[config.mk]
export PLATFORM = sky130hd
export DESIGN_NAME = free_run_bitmap_search_top
export DESIGN_NICKNAME = d
export VERILOG_FILES = /design/src/hdl/frbs_pkg.sv /design/src/hdl/frbs_ram.sv /design/src/hdl/frbs_ctrl.sv /design/src/hdl/frbs_dp.sv /design/src/hdl/free_run_bitmap_search_top.sv
export SDC_FILE = /design/constraint.sdc
export NUM_CORES = 2
export LEC_CHECK = 0
export ABC_AREA = 0
export BUFFER_PORTS_ARGS = -buffer_cell sky130_fd_sc_hd__buf_4
export CAP_MARGIN = 20
export CORE_MARGIN = 2
export CORE_UTILIZATION = 50
export CTS_BUF_LIST = sky130_fd_sc_hd__clkbuf_4
export DETAILED_ROUTE_END_ITERATION = 8
export PLACE_DENSITY_LB_ADDON = 0.05
export SYNTH_ARGS = -nofsm -noshare
export SYNTH_HDL_FRONTEND = slang
export SYNTH_SLANG_ARGS = --single-unit
export TNS_END_PERCENT = 30
[constraint.sdc]
create_clock -name clk -period 10.4 [get_ports clk]
set_clock_uncertainty 0.05 [all_clocks]
set_input_delay 2.08 -clock clk [delete_from_list [all_inputs] [get_ports clk]]
set_output_delay 2.08 -clock clk [all_outputs]
set_load 0.02 [all_outputs]
[src/hdl/frbs_pkg.sv]
`timescale 1ns / 1ps
// Shared types and constants for the free-run bitmap search block.
// No dependencies; imported by every module of the block but frbs_ram.
package frbs_pkg;

    localparam int DEF_MAP_DEPTH = 1024;
    localparam int WORD_W        = 32;
    localparam int BIT_W         = 5;
    localparam int POS_W         = 32;
    localparam int MIN_W         = 11;
    localparam int NUM_W         = 11;
    localparam int S_TDATA_W     = 48;
    localparam int CFG_IDX_W     = 1;

    localparam logic [NUM_W-1:0] RESET_NUM_CHOICES = 11'd1024;

    localparam logic FUNC_MARK = 1'b0;
    localparam logic FUNC_FIND = 1'b1;

    localparam logic [CFG_IDX_W-1:0] REG_BASE_CHOICE = 1'd0;
    localparam logic [CFG_IDX_W-1:0] REG_NUM_CHOICES = 1'd1;

    typedef enum logic [2:0] {
        ST_CLEAR,
        ST_IDLE,
        ST_CHECK,
        ST_MARK,
        ST_SCAN,
        ST_EMIT
    } ctrl_state_t;

    typedef struct packed {
        logic accept;
        logic check;
        logic mark_write;
        logic scan_step;
        logic clear_step;
        logic load_out;
    } dp_cmd_t;

    typedef struct packed {
        logic is_find;
        logic in_range;
        logic hit;
        logic last_word;
        logic clear_done;
        logic out_free;
    } dp_sts_t;

endpackage

[src/hdl/frbs_ram.sv]
`timescale 1ns / 1ps
// Generic single-write, single-read RAM with registered read data.
// No dependencies.
module frbs_ram
#(
    parameter int WIDTH = 32,
    parameter int DEPTH = 32
)
(
    input  logic                                  clk,
    input  logic                                  we,
    input  logic [((DEPTH > 1) ? $clog2(DEPTH) : 1)-1:0] waddr,
    input  logic [WIDTH-1:0]                      wdata,
    input  logic [((DEPTH > 1) ? $clog2(DEPTH) : 1)-1:0] raddr,
    output logic [WIDTH-1:0]                      rdata
);

    logic [WIDTH-1:0] mem [DEPTH];
    logic [WIDTH-1:0] rdata_reg;

    always_ff @(posedge clk)
    begin
        if (we)
        begin
            mem[waddr] <= wdata;
        end
        rdata_reg <= mem[raddr];
    end

    assign rdata = rdata_reg;

endmodule

[src/hdl/frbs_ctrl.sv]
`timescale 1ns / 1ps
// Control state machine: clearing pass, item decode, mark, scan and result hand-off.
// Depends on frbs_pkg.
module frbs_ctrl
    import frbs_pkg::*;
(
    input  logic    clk,
    input  logic    rst_n,
    input  logic    in_valid,
    output logic    in_ready,
    input  dp_sts_t sts,
    output dp_cmd_t cmd
);

    ctrl_state_t state_reg;
    ctrl_state_t state_next;

    always_ff @(posedge clk or negedge rst_n)
    begin
        if (!rst_n)
        begin
            state_reg <= ST_CLEAR;
        end
        else
        begin
            state_reg <= state_next;
        end
    end

    always_comb
    begin
        state_next = state_reg;
        case (state_reg)
            ST_CLEAR:
            begin
                if (sts.clear_done)
                begin
                    state_next = ST_IDLE;
                end
            end
            ST_IDLE:
            begin
                if (in_valid)
                begin
                    state_next = ST_CHECK;
                end
            end
            ST_CHECK:
            begin
                if (!sts.in_range)
                begin
                    state_next = sts.is_find ? ST_EMIT : ST_IDLE;
                end
                else
                begin
                    state_next = sts.is_find ? ST_SCAN : ST_MARK;
                end
            end
            ST_MARK:
            begin
                state_next = ST_IDLE;
            end
            ST_SCAN:
            begin
                if (sts.hit || sts.last_word)
                begin
                    state_next = ST_EMIT;
                end
            end
            ST_EMIT:
            begin
                if (sts.out_free)
                begin
                    state_next = ST_IDLE;
                end
            end
            default:
            begin
                state_next = ST_IDLE;
            end
        endcase
    end

    always_comb
    begin
        cmd      = '0;
        in_ready = 1'b0;
        case (state_reg)
            ST_CLEAR:
            begin
                cmd.clear_step = 1'b1;
            end
            ST_IDLE:
            begin
                in_ready   = 1'b1;
                cmd.accept = in_valid;
            end
            ST_CHECK:
            begin
                cmd.check = 1'b1;
            end
            ST_MARK:
            begin
                cmd.mark_write = 1'b1;
            end
            ST_SCAN:
            begin
                cmd.scan_step = 1'b1;
            end
            ST_EMIT:
            begin
                cmd.load_out = sts.out_free;
            end
            default:
            begin
                cmd = '0;
            end
        endcase
    end

endmodule

[src/hdl/frbs_dp.sv]
`timescale 1ns / 1ps
// Datapath: config registers, item registers, bitmap RAM, word-wide run scanner, output register.
// Depends on frbs_pkg and frbs_ram.
module frbs_dp
    import frbs_pkg::*;
#(
    parameter int MAP_DEPTH = DEF_MAP_DEPTH
)
(
    input  logic                 clk,
    input  logic                 rst_n,
    input  dp_cmd_t              cmd,
    output dp_sts_t              sts,
    input  logic [0:0]           in_user,
    input  logic [S_TDATA_W-1:0] in_data,
    input  logic                 cfg_valid,
    output logic                 cfg_ready,
    input  logic [CFG_IDX_W-1:0] cfg_index,
    input  logic [POS_W-1:0]     cfg_data,
    output logic                 out_valid,
    input  logic                 out_ready,
    output logic [POS_W-1:0]     out_data,
    output logic [0:0]           out_user
);

    localparam int WORDS = (MAP_DEPTH + WORD_W - 1) / WORD_W;
    localparam int WA_W  = (WORDS > 1) ? $clog2(WORDS) : 1;
    localparam int IX_W  = WA_W + BIT_W;
    localparam int LIM_W = IX_W + 1;
    localparam int LEN_W = BIT_W + 1;
    localparam int CMP_W = (LIM_W > MIN_W) ? LIM_W : MIN_W;

    // configuration
    logic [POS_W-1:0] base_reg;
    logic [NUM_W-1:0] num_reg;
    logic [LIM_W-1:0] limit;

    assign cfg_ready = 1'b1;

    always_ff @(posedge clk or negedge rst_n)
    begin
        if (!rst_n)
        begin
            base_reg <= '0;
            num_reg  <= RESET_NUM_CHOICES;
        end
        else if (cfg_valid)
        begin
            case (cfg_index)
                REG_BASE_CHOICE: base_reg <= cfg_data;
                REG_NUM_CHOICES: num_reg  <= cfg_data[NUM_W-1:0];
                default:         base_reg <= base_reg;
            endcase
        end
    end

    always_comb
    begin
        if (POS_W'(num_reg) > POS_W'(MAP_DEPTH))
        begin
            limit = LIM_W'(MAP_DEPTH);
        end
        else
        begin
            limit = LIM_W'(num_reg);
        end
    end

    // item registers
    logic             is_find_reg;
    logic             in_range_reg;
    logic [IX_W-1:0]  idx_reg;
    logic [MIN_W-1:0] min_reg;
    logic [POS_W-1:0] offset;

    assign offset = in_data[POS_W-1:0] - base_reg;

    always_ff @(posedge clk or negedge rst_n)
    begin
        if (!rst_n)
        begin
            is_find_reg  <= 1'b0;
            in_range_reg <= 1'b0;
        end
        else if (cmd.accept)
        begin
            is_find_reg  <= (in_user[0] == FUNC_FIND);
            in_range_reg <= (offset < POS_W'(limit));
        end
    end

    always_ff @(posedge clk)
    begin
        if (cmd.accept)
        begin
            idx_reg <= offset[IX_W-1:0];
            min_reg <= in_data[POS_W +: MIN_W];
        end
    end

    // bitmap RAM and clearing pass
    logic [WA_W-1:0]   clr_addr_reg;
    logic [WA_W-1:0]   clr_addr_next;
    logic [WA_W-1:0]   scan_word_reg;
    logic [WA_W-1:0]   scan_word_next;
    logic              ram_we;
    logic [WA_W-1:0]   ram_waddr;
    logic [WORD_W-1:0] ram_wdata;
    logic [WA_W-1:0]   ram_raddr;
    logic [WORD_W-1:0] ram_rdata;

    always_comb
    begin
        clr_addr_next = clr_addr_reg;
        if (cmd.clear_step)
        begin
            clr_addr_next = clr_addr_reg + 1'b1;
        end
    end

    always_ff @(posedge clk or negedge rst_n)
    begin
        if (!rst_n)
        begin
            clr_addr_reg <= '0;
        end
        else
        begin
            clr_addr_reg <= clr_addr_next;
        end
    end

    always_comb
    begin
        ram_we    = cmd.clear_step || cmd.mark_write;
        ram_waddr = cmd.clear_step ? clr_addr_reg : idx_reg[IX_W-1:BIT_W];
        ram_wdata = cmd.clear_step ? '0
                                   : (ram_rdata | (WORD_W'(1) << idx_reg[BIT_W-1:0]));
        ram_raddr = cmd.check ? idx_reg[IX_W-1:BIT_W] : scan_word_reg + 1'b1;
    end

    frbs_ram
    #(
        .WIDTH (WORD_W),
        .DEPTH (WORDS)
    )
    u_map
    (
        .clk   (clk),
        .we    (ram_we),
        .waddr (ram_waddr),
        .wdata (ram_wdata),
        .raddr (ram_raddr),
        .rdata (ram_rdata)
    );

    // word scanner: run lengths by doubling, then first run reaching the wanted length
    logic [WORD_W-1:0] bits_w;
    logic [LEN_W-1:0]  lv [BIT_W+1][WORD_W];
    logic [WORD_W-1:0] full_w;
    logic [LIM_W-1:0]  tot [WORD_W];
    logic [WORD_W-1:0] hit_w;
    logic [IX_W-1:0]   st [WORD_W];
    logic [IX_W-1:0]   bit_ix [WORD_W];
    logic [MIN_W-1:0]  min_eff;
    logic              hit;
    logic [IX_W-1:0]   hit_start;

    logic [LIM_W-1:0]  carry_reg;
    logic [LIM_W-1:0]  carry_next;
    logic [IX_W-1:0]   carry_start_reg;
    logic [IX_W-1:0]   carry_start_next;
    logic              res_found_reg;
    logic              res_found_next;
    logic [IX_W-1:0]   res_idx_reg;
    logic [IX_W-1:0]   res_idx_next;

    assign min_eff = (min_reg == '0) ? MIN_W'(1) : min_reg;

    always_comb
    begin
        for (int j = 0; j < WORD_W; j++)
        begin
            bit_ix[j] = {scan_word_reg, BIT_W'(j)};
            bits_w[j] = ram_rdata[j] && (bit_ix[j] >= idx_reg)
                        && (LIM_W'(bit_ix[j]) < limit);
            lv[0][j]  = LEN_W'(bits_w[j]);
        end
        for (int s = 0; s < BIT_W; s++)
        begin
            for (int j = 0; j < WORD_W; j++)
            begin
                if ((j >= (1 << s)) && (lv[s][j] == LEN_W'(1 << s)))
                begin
                    lv[s+1][j] = LEN_W'(1 << s) + lv[s][(j >= (1 << s)) ? j - (1 << s) : 0];
                end
                else
                begin
                    lv[s+1][j] = lv[s][j];
                end
            end
        end
        for (int j = 0; j < WORD_W; j++)
        begin
            full_w[j] = (lv[BIT_W][j] == LEN_W'(j + 1));
            tot[j]    = LIM_W'(lv[BIT_W][j]) + (full_w[j] ? carry_reg : '0);
            hit_w[j]  = (CMP_W'(tot[j]) >= CMP_W'(min_eff));
            if (full_w[j] && (carry_reg != '0))
            begin
                st[j] = carry_start_reg;
            end
            else
            begin
                st[j] = {scan_word_reg, BIT_W'(LEN_W'(j + 1) - lv[BIT_W][j])};
            end
        end
        hit       = 1'b0;
        hit_start = '0;
        for (int j = WORD_W - 1; j >= 0; j--)
        begin
            if (hit_w[j])
            begin
                hit       = 1'b1;
                hit_start = st[j];
            end
        end
    end

    always_comb
    begin
        scan_word_next   = scan_word_reg;
        carry_next       = carry_reg;
        carry_start_next = carry_start_reg;
        res_found_next   = res_found_reg;
        res_idx_next     = res_idx_reg;
        if (cmd.check)
        begin
            scan_word_next   = idx_reg[IX_W-1:BIT_W];
            carry_next       = '0;
            carry_start_next = '0;
            res_found_next   = 1'b0;
            res_idx_next     = '0;
        end
        else if (cmd.scan_step)
        begin
            scan_word_next   = scan_word_reg + 1'b1;
            carry_next       = tot[WORD_W-1];
            carry_start_next = st[WORD_W-1];
            if (hit)
            begin
                res_found_next = 1'b1;
                res_idx_next   = hit_start;
            end
        end
    end

    always_ff @(posedge clk or negedge rst_n)
    begin
        if (!rst_n)
        begin
            res_found_reg <= 1'b0;
        end
        else
        begin
            res_found_reg <= res_found_next;
        end
    end

    always_ff @(posedge clk)
    begin
        scan_word_reg   <= scan_word_next;
        carry_reg       <= carry_next;
        carry_start_reg <= carry_start_next;
        res_idx_reg     <= res_idx_next;
    end

    // output register
    logic             out_valid_reg;
    logic             out_valid_next;
    logic [POS_W-1:0] out_data_reg;
    logic [0:0]       out_user_reg;
    logic             out_free;

    assign out_free = !out_valid_reg || out_ready;

    always_comb
    begin
        out_valid_next = out_valid_reg;
        if (cmd.load_out)
        begin
            out_valid_next = 1'b1;
        end
        else if (out_ready)
        begin
            out_valid_next = 1'b0;
        end
    end

    always_ff @(posedge clk or negedge rst_n)
    begin
        if (!rst_n)
        begin
            out_valid_reg <= 1'b0;
        end
        else
        begin
            out_valid_reg <= out_valid_next;
        end
    end

    always_ff @(posedge clk)
    begin
        if (cmd.load_out)
        begin
            out_data_reg <= res_found_reg ? (base_reg + POS_W'(res_idx_reg)) : '0;
            out_user_reg <= res_found_reg;
        end
    end

    assign out_valid = out_valid_reg;
    assign out_data  = out_data_reg;
    assign out_user  = out_user_reg;

    // status to controller
    always_comb
    begin
        sts.is_find    = is_find_reg;
        sts.in_range   = in_range_reg;
        sts.hit        = hit;
        sts.last_word  = ((LIM_W + 1)'({scan_word_reg, BIT_W'(0)}) + (LIM_W + 1)'(WORD_W))
                         >= (LIM_W + 1)'(limit);
        sts.clear_done = (clr_addr_reg == WA_W'(WORDS - 1));
        sts.out_free   = out_free;
    end

    a_mark_in_range: assert property (@(posedge clk) disable iff (!rst_n)
        cmd.mark_write |-> (in_range_reg && !is_find_reg))
        else $error("mark write without an in-range mark item");

    a_scan_in_map: assert property (@(posedge clk) disable iff (!rst_n)
        cmd.scan_step |-> (LIM_W'({scan_word_reg, BIT_W'(0)}) < limit))
        else $error("scan past the last word in use");

    a_found_in_range: assert property (@(posedge clk) disable iff (!rst_n)
        (cmd.load_out && res_found_reg) |-> (LIM_W'(res_idx_reg) < limit))
        else $error("found run start outside the map in use");

    a_load_when_free: assert property (@(posedge clk) disable iff (!rst_n)
        cmd.load_out |-> out_free)
        else $error("result loaded over a pending word");

endmodule

[src/hdl/free_run_bitmap_search_top.sv]
`timescale 1ns / 1ps
// Top level of the free-run bitmap search block: controller plus datapath.
// Depends on frbs_pkg, frbs_ctrl, frbs_dp (and frbs_ram below it).
//
// Usage:
//   s_axis carries one word per item: tuser = func (mark free / find),
//   tdata = position, want_len. A mark sets one map bit if in range and gives no result;
//   a find gives one m_axis word: tuser = found, tdata = run_start.
//   cfg carries register writes (index 0 base_choice, 1 num_choices); write
//   only while no item is in flight. cfg_ready is always high.
// Sequence:
//   A mark reads its map word and writes it back with the bit set before the next word is taken.
//   A find reads its start word, then scans W 32-bit map words, one RAM read per cycle,
//   W being 0 for a start out of range, else 1 up to 32 for 1024 choices; it then
//   loads the output register, and the next word is taken once that is done.
//   One item is in work at a time; s_axis_tready is high only between items.
// Reset:
//   After rst_n releases, a clearing pass zeroes every map word, ceil(MAP_DEPTH/32)
//   of them (32 by default); no item is taken meanwhile.
// Stall:
//   A result waits in the output register; marks go on while it waits, and
//   the next find holds before output until the register is taken.
module free_run_bitmap_search_top
    import frbs_pkg::*;
#(
    parameter int MAP_DEPTH = DEF_MAP_DEPTH
)
(
    input  logic                 clk,
    input  logic                 rst_n,
    input  logic                 s_axis_tvalid,
    output logic                 s_axis_tready,
    input  logic [S_TDATA_W-1:0] s_axis_tdata,  // position[31:0], want_len[42:32], zero pad
    input  logic [0:0]           s_axis_tuser,  // func[0]
    output logic                 m_axis_tvalid,
    input  logic                 m_axis_tready,
    output logic [POS_W-1:0]     m_axis_tdata,  // run_start[31:0]
    output logic [0:0]           m_axis_tuser,  // found[0]
    input  logic                 cfg_valid,
    output logic                 cfg_ready,
    input  logic [CFG_IDX_W-1:0] cfg_index,
    input  logic [POS_W-1:0]     cfg_data
);

    dp_cmd_t cmd;
    dp_sts_t sts;

    frbs_ctrl u_ctrl
    (
        .clk      (clk),
        .rst_n    (rst_n),
        .in_valid (s_axis_tvalid),
        .in_ready (s_axis_tready),
        .sts      (sts),
        .cmd      (cmd)
    );

    frbs_dp
    #(
        .MAP_DEPTH (MAP_DEPTH)
    )
    u_dp
    (
        .clk       (clk),
        .rst_n     (rst_n),
        .cmd       (cmd),
        .sts       (sts),
        .in_user   (s_axis_tuser),
        .in_data   (s_axis_tdata),
        .cfg_valid (cfg_valid),
        .cfg_ready (cfg_ready),
        .cfg_index (cfg_index),
        .cfg_data  (cfg_data),
        .out_valid (m_axis_tvalid),
        .out_ready (m_axis_tready),
        .out_data  (m_axis_tdata),
        .out_user  (m_axis_tuser)
    );

endmodule

Word level (Yosys, flattened, before mapping)
Memories as Yosys holds them, arrays and structs flattened. A register that Yosys moved wholly into a read port is not among the register bits. Cells that the tools add are included.

Add/subtract/negate cells: 198. Order comparisons: 99. Eq/ne operators: 139. Shift operators: 1. Multiplexer cells: 286. Bitwise gates (word level): 2. Reduce and logical (&&, ||, !) cells: 111.

Operators with widths (count): 6-bit two-way mux (109); 10-bit two-way mux (64); 11-bit two-way mux (34); 11-bit >= comparator (32); 10-bit by 11-bit less-than comparator with 1-bit output (32); 6-bit by 11-bit adder with 11-bit output (31); 10-bit >= comparator (32); 6-bit by 2-bit equality test with 1-bit output (second input constant) (32); 6-bit by 3-bit equality test with 1-bit output (second input constant) (32); 6-bit by 4-bit equality test with 1-bit output (second input constant) (32); 6-bit by 5-bit equality test with 1-bit output (second input constant) (32); 2-bit by 6-bit adder with 6-bit output (first input constant) (29); 3-bit by 6-bit adder with 6-bit output (first input constant) (27); 4-bit by 6-bit adder with 6-bit output (first input constant) (23); 1-bit logical AND (96); 5-bit by 6-bit adder with 6-bit output (first input constant) (15); 5-bit subtractor (first input constant) (16); 1-bit by 1-bit adder with 2-bit output (first input constant) (31); 1-bit two-way mux (46); 2-bit two-way mux (20); 4-bit by 5-bit subtractor with 5-bit output (first input constant) (8); 32-bit by 10-bit adder with 32-bit output (1); 32-bit by 11-bit less-than comparator with 1-bit output (1); 32-bit two-way mux (1); other kinds (35) (60).

Register bits after elaboration: 145. Bits in writable memories: 1024. Bits of input ports: 87. Memories: 1.

Memories: u_dp.u_map.mem (words 32, width 32, read ports 1, clocked after Yosys merged registers in 1, write ports 1, RTL line frbs_ram.sv:18) `logic [WIDTH-1:0] mem [DEPTH];`.

Longest topological paths before layout
Depth in word-level cells: 53. Mapped depth: 47. Depth with buffers taken out: 41.

By module
A second synthesis with hierarchy kept.

Cell total of the unflattened synthesis: 7592. Area total of the unflattened synthesis: 78505.3 um^2.

By module, submodules not included: frbs_ram (instances 1, cells each 2260, area an instance 40492.6 um^2, sequential area each 31390.1 um^2); frbs_dp (instances 1, cells each 5306, area an instance 37780.0 um^2, sequential area each 3694.8 um^2); frbs_ctrl (instances 1, cells each 26, area an instance 232.7 um^2, sequential area each 75.1 um^2).

Worst setup path before layout
Ideal clock, no wire load.

Path kind: register -> register. Start: register u_dp.num_reg[10]. End: register u_dp.res_idx_reg[3]. Library setup time: 0.081 ns. Arrival: 9.113 ns. Data required time: 10.269 ns. Slack: 1.157 ns. Cell stages (with the launch flop): 45. Buffers on the path: 7. Clock period less this slack: 9.243 ns. Cells stage by stage: dfstp_2 > clkbuf_2 > inv_1 > clkbuf_1 > nand2_1 > ha_1 > a211oi_2 > o22a_1 > buf_2 > buf_2 > nand2_1 > nor3_1 > and3_1 > clkbuf_1 > a22oi_1 > o211ai_1 > inv_1 > ha_1 > (+9 left out) > o211ai_1 > nand3_1 > o21ai_0 > ha_1 > a21o_1 > a21o_1 > a21oi_1 > nor2_1 > a2111oi_0 > nand3_1 > or4_1 > nor4_1 > and4_1 > nand2b_1 > clkbuf_1 > nor3_1 > a221o_1 > a41oi_1.

Cells in the longest elaborated chain, start to end: 51. Elaborated cells on any way between the ends: 710.

Ends and longest elaborated chain: start: declaration (RTL line frbs_dp.sv:35) `logic [NUM_W-1:0] num_reg;`; start signal: assignment (RTL line frbs_dp.sv:51) `REG_NUM_CHOICES: num_reg <= cfg_data[NUM_W-1:0];`; 11-bit greater-than comparator (RTL line frbs_dp.sv:59) `if (POS_W'(num_reg) > POS_W'(MAP_DEPTH))`; 11-bit two-way mux * (RTL line frbs_dp.sv:59); 10-bit by 11-bit less-than comparator with 1-bit output (RTL line frbs_dp.sv:186) `&& (LIM_W'(bit_ix[j]) < limit);`; 1-bit logical AND (RTL line frbs_dp.sv:186); 1-bit by 1-bit adder with 2-bit output (RTL line frbs_dp.sv:195) `lv[s+1][j] = LEN_W'(1 << s) + lv[s][(j >= (1 << s)) ? j - (1 << s) : 0];`; 2-bit two-way mux or 6-bit two-way mux (tied branches) (RTL line frbs_dp.sv:193) `if ((j >= (1 << s)) && (lv[s][j] == LEN_W'(1 << s)))`; 2-bit by 6-bit adder with 6-bit output or 6-bit by 2-bit equality test with 1-bit output (tied branches) (RTL line frbs_dp.sv:195, frbs_dp.sv:193); 6-bit two-way mux (RTL line frbs_dp.sv:193); (+4 left out); 5-bit by 6-bit adder with 6-bit output or 6-bit by 5-bit equality test with 1-bit output (tied branches) (RTL line frbs_dp.sv:195, frbs_dp.sv:193); 6-bit two-way mux (RTL line frbs_dp.sv:193); 6-bit equality test (RTL line frbs_dp.sv:205) `full_w[j] = (lv[BIT_W][j] == LEN_W'(j + 1));`; 11-bit two-way mux (RTL line frbs_dp.sv:206) `tot[j] = LIM_W'(lv[BIT_W][j]) + (full_w[j] ? carry_reg : '0);`; 6-bit by 11-bit adder with 11-bit output (RTL line frbs_dp.sv:206); 11-bit >= comparator (RTL line frbs_dp.sv:207) `hit_w[j] = (CMP_W'(tot[j]) >= CMP_W'(min_eff));`; 1-bit two-way mux (32 in a row) (RTL line frbs_dp.sv:221) `if (hit_w[j])`; 2-bit AND reduction (no source line); end signal: assignment (RTL line frbs_dp.sv:274) `res_idx_reg <= res_idx_next;`; end: declaration (RTL line frbs_dp.sv:175) `logic [IX_W-1:0] res_idx_reg;`.

Mark *: on every way between the ends. The rest lies on a longest branch, timed or not. A chain may end at the register's enable or synchronous reset.

Worst setup path after layout
Start: register u_dp.idx_reg[8]. End: register u_dp.res_idx_reg[4].

Cells in the longest elaborated chain, start to end: 50. Elaborated cells on any way between the ends: 740.

Ends and longest elaborated chain: start: declaration (RTL line frbs_dp.sv:72) `logic [IX_W-1:0] idx_reg;`; start signal: assignment (RTL line frbs_dp.sv:96) `idx_reg <= offset[IX_W-1:0];`; 10-bit >= comparator (RTL line frbs_dp.sv:185) `bits_w[j] = ram_rdata[j] && (bit_ix[j] >= idx_reg)`; 1-bit logical AND (RTL line frbs_dp.sv:185); 1-bit logical AND (RTL line frbs_dp.sv:186); 1-bit by 1-bit adder with 2-bit output (RTL line frbs_dp.sv:195); 2-bit two-way mux or 6-bit two-way mux (tied branches) (RTL line frbs_dp.sv:193); 2-bit by 6-bit adder with 6-bit output or 6-bit by 2-bit equality test with 1-bit output (tied branches) (RTL line frbs_dp.sv:195, frbs_dp.sv:193); 6-bit two-way mux (RTL line frbs_dp.sv:193); 3-bit by 6-bit adder with 6-bit output or 6-bit by 3-bit equality test with 1-bit output (tied branches) (RTL line frbs_dp.sv:195, frbs_dp.sv:193); (+3 left out); 5-bit by 6-bit adder with 6-bit output or 6-bit by 5-bit equality test with 1-bit output (tied branches) (RTL line frbs_dp.sv:195, frbs_dp.sv:193); 6-bit two-way mux (RTL line frbs_dp.sv:193); 6-bit equality test (RTL line frbs_dp.sv:205); 11-bit two-way mux (RTL line frbs_dp.sv:206); 6-bit by 11-bit adder with 11-bit output (RTL line frbs_dp.sv:206); 11-bit >= comparator (RTL line frbs_dp.sv:207); 1-bit two-way mux (32 in a row) (RTL line frbs_dp.sv:221); 2-bit AND reduction (no source line).

Parallel ways exist; a longest one is shown, timed or not.

==> metrics.md <==
| Metric | Value |
|---|---|
| Status | `finished, final reports clean` |
| Worst-Skew Late Latency | `approximately 1.3 ns` |
| Post-synthesis xor/xnor area fraction | `3.689%` |
| Logic pwr share | `45.6%` |
| Sequential Area | `0.03517 sq mm` |
| Hold path startpoint | `u_dp.num_reg[7]` |
| Reg2reg setup slack | `0.32 ns` |
| Leakage | `0.03536 uW` |
| Sequential share of power | `about a third` |
| Synthesized flop and latch total | `1201` |
| Setup CP Type | `flop to flop` |
| Final Core Density | `56.57%` |
| CORE AREA | `0.1566 sq mm` |
| Htree depth | `5` |
| Share of post-route cells with drive strength above 1 | `14.21%` |
| Hold Path End | `u_dp.num_reg[7]` |
| Die Area | `0.1613 sq mm` |
| Synth Instances | `8371` |
| HP Class | `flop to flop` |
| RSZ-0062 raised after global routing | `yes` |
| Number of core rows | `145` |
| First-pass GRT wire length | `~460 mm` |
| Die Y-Extent | `401.7 um` |
| DR WL/cell | `28.86 um` |
| Worst-case clock buffer depth | `4` |
| Worst stage delay on the critical path | `0.71 ns` |
| Antenna violations before repair | `9` |
| Tmin final | `10.08 ns` |
| Final Hold Fails | `0` |
| Avg Cell Area, Syn | `9.446 sq um` |
| Post-Synth Simple-Gate Area | `~20%` |
| Most frequent cells in the layout | `nand2_1 (1520), edfxtp_1 (1083), ha_1 (597), nor2_1 (593), buf_4 (478)` |
| Slew Viols, Final | `0` |
| Top_reg_cell synth | `edfxtp_1` |
| WP data required | `11.47 ns` |
| CTS Buf Count | `331` |
| Syn Nets | `9088` |
| Drt initial violations | `8073` |
| Most used cell, CP | `inv_1` |
| GRT overflow | `0` |
| Pint | `11510 uW` |
| Root buf cell | `clkbuf_4` |
| Warnings from Yosys | `0` |
| Number of synthesized flops with an enable pin | `1083` |
| Switching Power | `9022 uW` |
| Adder and majority cell fraction of the synthesized area | `10.28%` |
| PwrDens | `231.8 mW/mm^2` |
| Ys async rst share | `4.580%` |
| Final HPWL DP | `approximately 210 mm` |
| Fillcell total | `13980` |
| Register area share after synthesis | `approximately 44%` |
| Synth area leader | `edfxtp_1` |
| GRT Total Usage | `between 30% and 40%` |
| Final ANT Viol Nets | `0` |
| DRC | `0` |
| Clock group share of total power | `between 20% and 30%` |
| Critical path fanouts, max | `26` |
| Worst-path clk slew | `0.07 ns` |
| Compound-cell area share of the yosys netlist | `16.60%` |
| R2R Path End | `u_dp.res_idx_reg[4]` |
| Slowest cell on the critical path | `nor3_1` |
| Worst reg2reg startpoint | `u_dp.idx_reg[8]` |
| Worst-margin pin slew | `roughly 1.3 ns` |
| Die W | `401.7 um` |
| Router iterations before antenna repair | `6` |
| Final Non-Filler Cells | `11010` |
| Critical path launch point type | `flop` |
| WHS Path Cells | `1` |
| Synth area leaders | `edfxtp_1 (41%), ha_1 (9.4%), nand2_1 (7.2%), nor2_1 (3.1%), a21oi_1 (2.7%)` |
| Post-route clock period utilization | `a little over nine tenths` |
| Mux contribution to synthesized area | `1.095%` |
| Largest net degree at the start of global routing | `182` |
| Setup TNS | `0 ns` |
| Largest family of logic cells by synthesized area | `simple AND/OR/NAND/NOR gates` |
| Most common cell after layout, fill and taps aside | `nand2_1` |
| Placed insts | `10430` |
| CP arrival | `11.15 ns` |
| Synthesized cell area | `roughly 0.079 sq mm` |
| MaxCap Viol Count | `0` |
| WHS | `~0.50 ns` |
| Multi-input gate area in the final layout | `approximately 0.042 sq mm` |
| IO Pins | `~120` |
| Final #Nets | `9452` |
| Vias/cell | `6.451` |
| Worst r2r path cells | `38` |
| Cell variety after synth | `121` |
| Peak supply drop | `327.9 uV` |
| CP endpoint kind | `flop` |
| CTS tree | `done` |
| Slew headroom | `12.34%` |
| Max reg flops | `1024` |
| Post-Route WL | `approximately 320 mm` |
| Synth top area share | `41.13%` |
| Area Overhead vs Synth | `12.01%` |
| Clk sinks | `1201` |
| Final setup fails | `0` |
| Initial cell density of the core | `50.50%` |
| I/O Buffers | `116` |
| RePlAce Congestion | `1.112` |
| Largest register by flop count | `u_dp.u_map.mem` |
| Switching Share | `43.94%` |
| Vias in the first global route | `67620` |
| Vias | `71020` |
| Fmax | `roughly 99 MHz` |
==> synthesized netlist by cell type (36+ instances only) <==
cell type	instances
a21oi_1	432
o21a_1	95
a21o_1	111
a211oi_1	52
nor4_1	36
o21ai_0	280
clkbuf_1	409
a311oi_1	238
nand4_1	90
nand2_1	1520
nor2b_1	80
xor2_1	113
o211ai_1	77
buf_1	43
nand2b_1	36
ha_1	597
nor2_1	659
edfxtp_1	1083
dfxtp_1	63
xnor2_1	220
inv_1	271
dfrtp_1	54
and3_1	196
and2_1	140
nor3_1	117
o31ai_1	60
nand3_1	407
a31oi_1	90
or3_1	54
mux2i_1	55
==> worst max-delay path by stage <==
stage | to | start | cells past startpoint | slack, ns
3_3_place_gp | u_dp.res_idx_reg[4] | u_dp.num_reg[10] | 41 | 0.34
4_1_cts | u_dp.res_idx_reg[4] | u_dp.num_reg[10] | 41 | 0.23
2_1_floorplan | u_dp.res_idx_reg[3] | u_dp.num_reg[10] | 44 | 1.16
3_5_place_dp | u_dp.res_idx_reg[4] | u_dp.num_reg[10] | 41 | 0.21
6_report | u_dp.res_idx_reg[4] | u_dp.idx_reg[8] | 38 | 0.32
5_1_grt | u_dp.res_idx_reg[5] | u_dp.num_reg[10] | 41 | -0.04
==> cells by family (layout without fill, tap and decap cells) <==
family	count (synthesis)	count (layout)
buffers and inverters	770	1341
AND/OR/NAND/NOR	3473	3473
other	1	10
adder cells (fa/ha/maj)	630	630
flip-flops	1201	1201
multiplexers	83	83
AO/OA/AOI/OAI	1880	1880
XOR/XNOR	333	333
==> power groups by stage <==
stage	Clock [uW]	Combinational [uW]	Sequential, uW
3_5_place_dp	0	8910	7070
2_1_floorplan	0	5490	6900
5_1_grt	4540	10000	6990
6_report	4210	9360	6960
4_1_cts	4310	8940	6970
3_3_place_gp	0	8800	7060
==> metal layers <==
metal | GRT usage, % | part of all wire (%) | vias to the layer above
li1 | - | - | 31750
met1 | 49.37 | 39 | 34530
met2 | 59.39 | 45 | 3719
met3 | 7.134 | 8.9 | 1005
met4 | 24.57 | 7.5 | 8
met5 | 0 | 0.014 | -
==> cell type report <==
class	count	area share, %
clock buffers	476	4.035
well taps	2058	2.907
multi-input cells	6400	46.88
diodes	9	0.02543
clock inverters	64	0.5001
inverters	287	1.233
flip-flops and latches	1201	39.71
repair buffers	514	4.707
==> timing repair <==
item | CTS | global route
setup buffers | 0 | 1
setup endpoints to repair | 0 | 11
gates resized for setup | 0 | 25
endpoints found under the hold margin | 0 | 0
hold buffers | 0 | 0
==> worst max-delay path, delay by kind of cell (launching register included) <==
family / cells / cell delay, ns
buffers and inverters: 7 / 1.12
flip-flops: 1 / 0.45
adder cells (fa/ha/maj): 4 / 1.39
AO/OA/AOI/OAI: 13 / 2.77
AND/OR/NAND/NOR: 14 / 4.16
==> through the flow <==
stage	worst slack (ns)	cell area (sq um)	power [uW]
finish	0.3213	88570	20530
global route	-0.03675	88560	21540
CTS	0.2283	88000	20220
detailed placement	0.2141	83990	15980
global placement	0.3423	83990	15860
floorplan	1.157	79070	12390
Note: power is estimated with default switching activity, not from simulation.
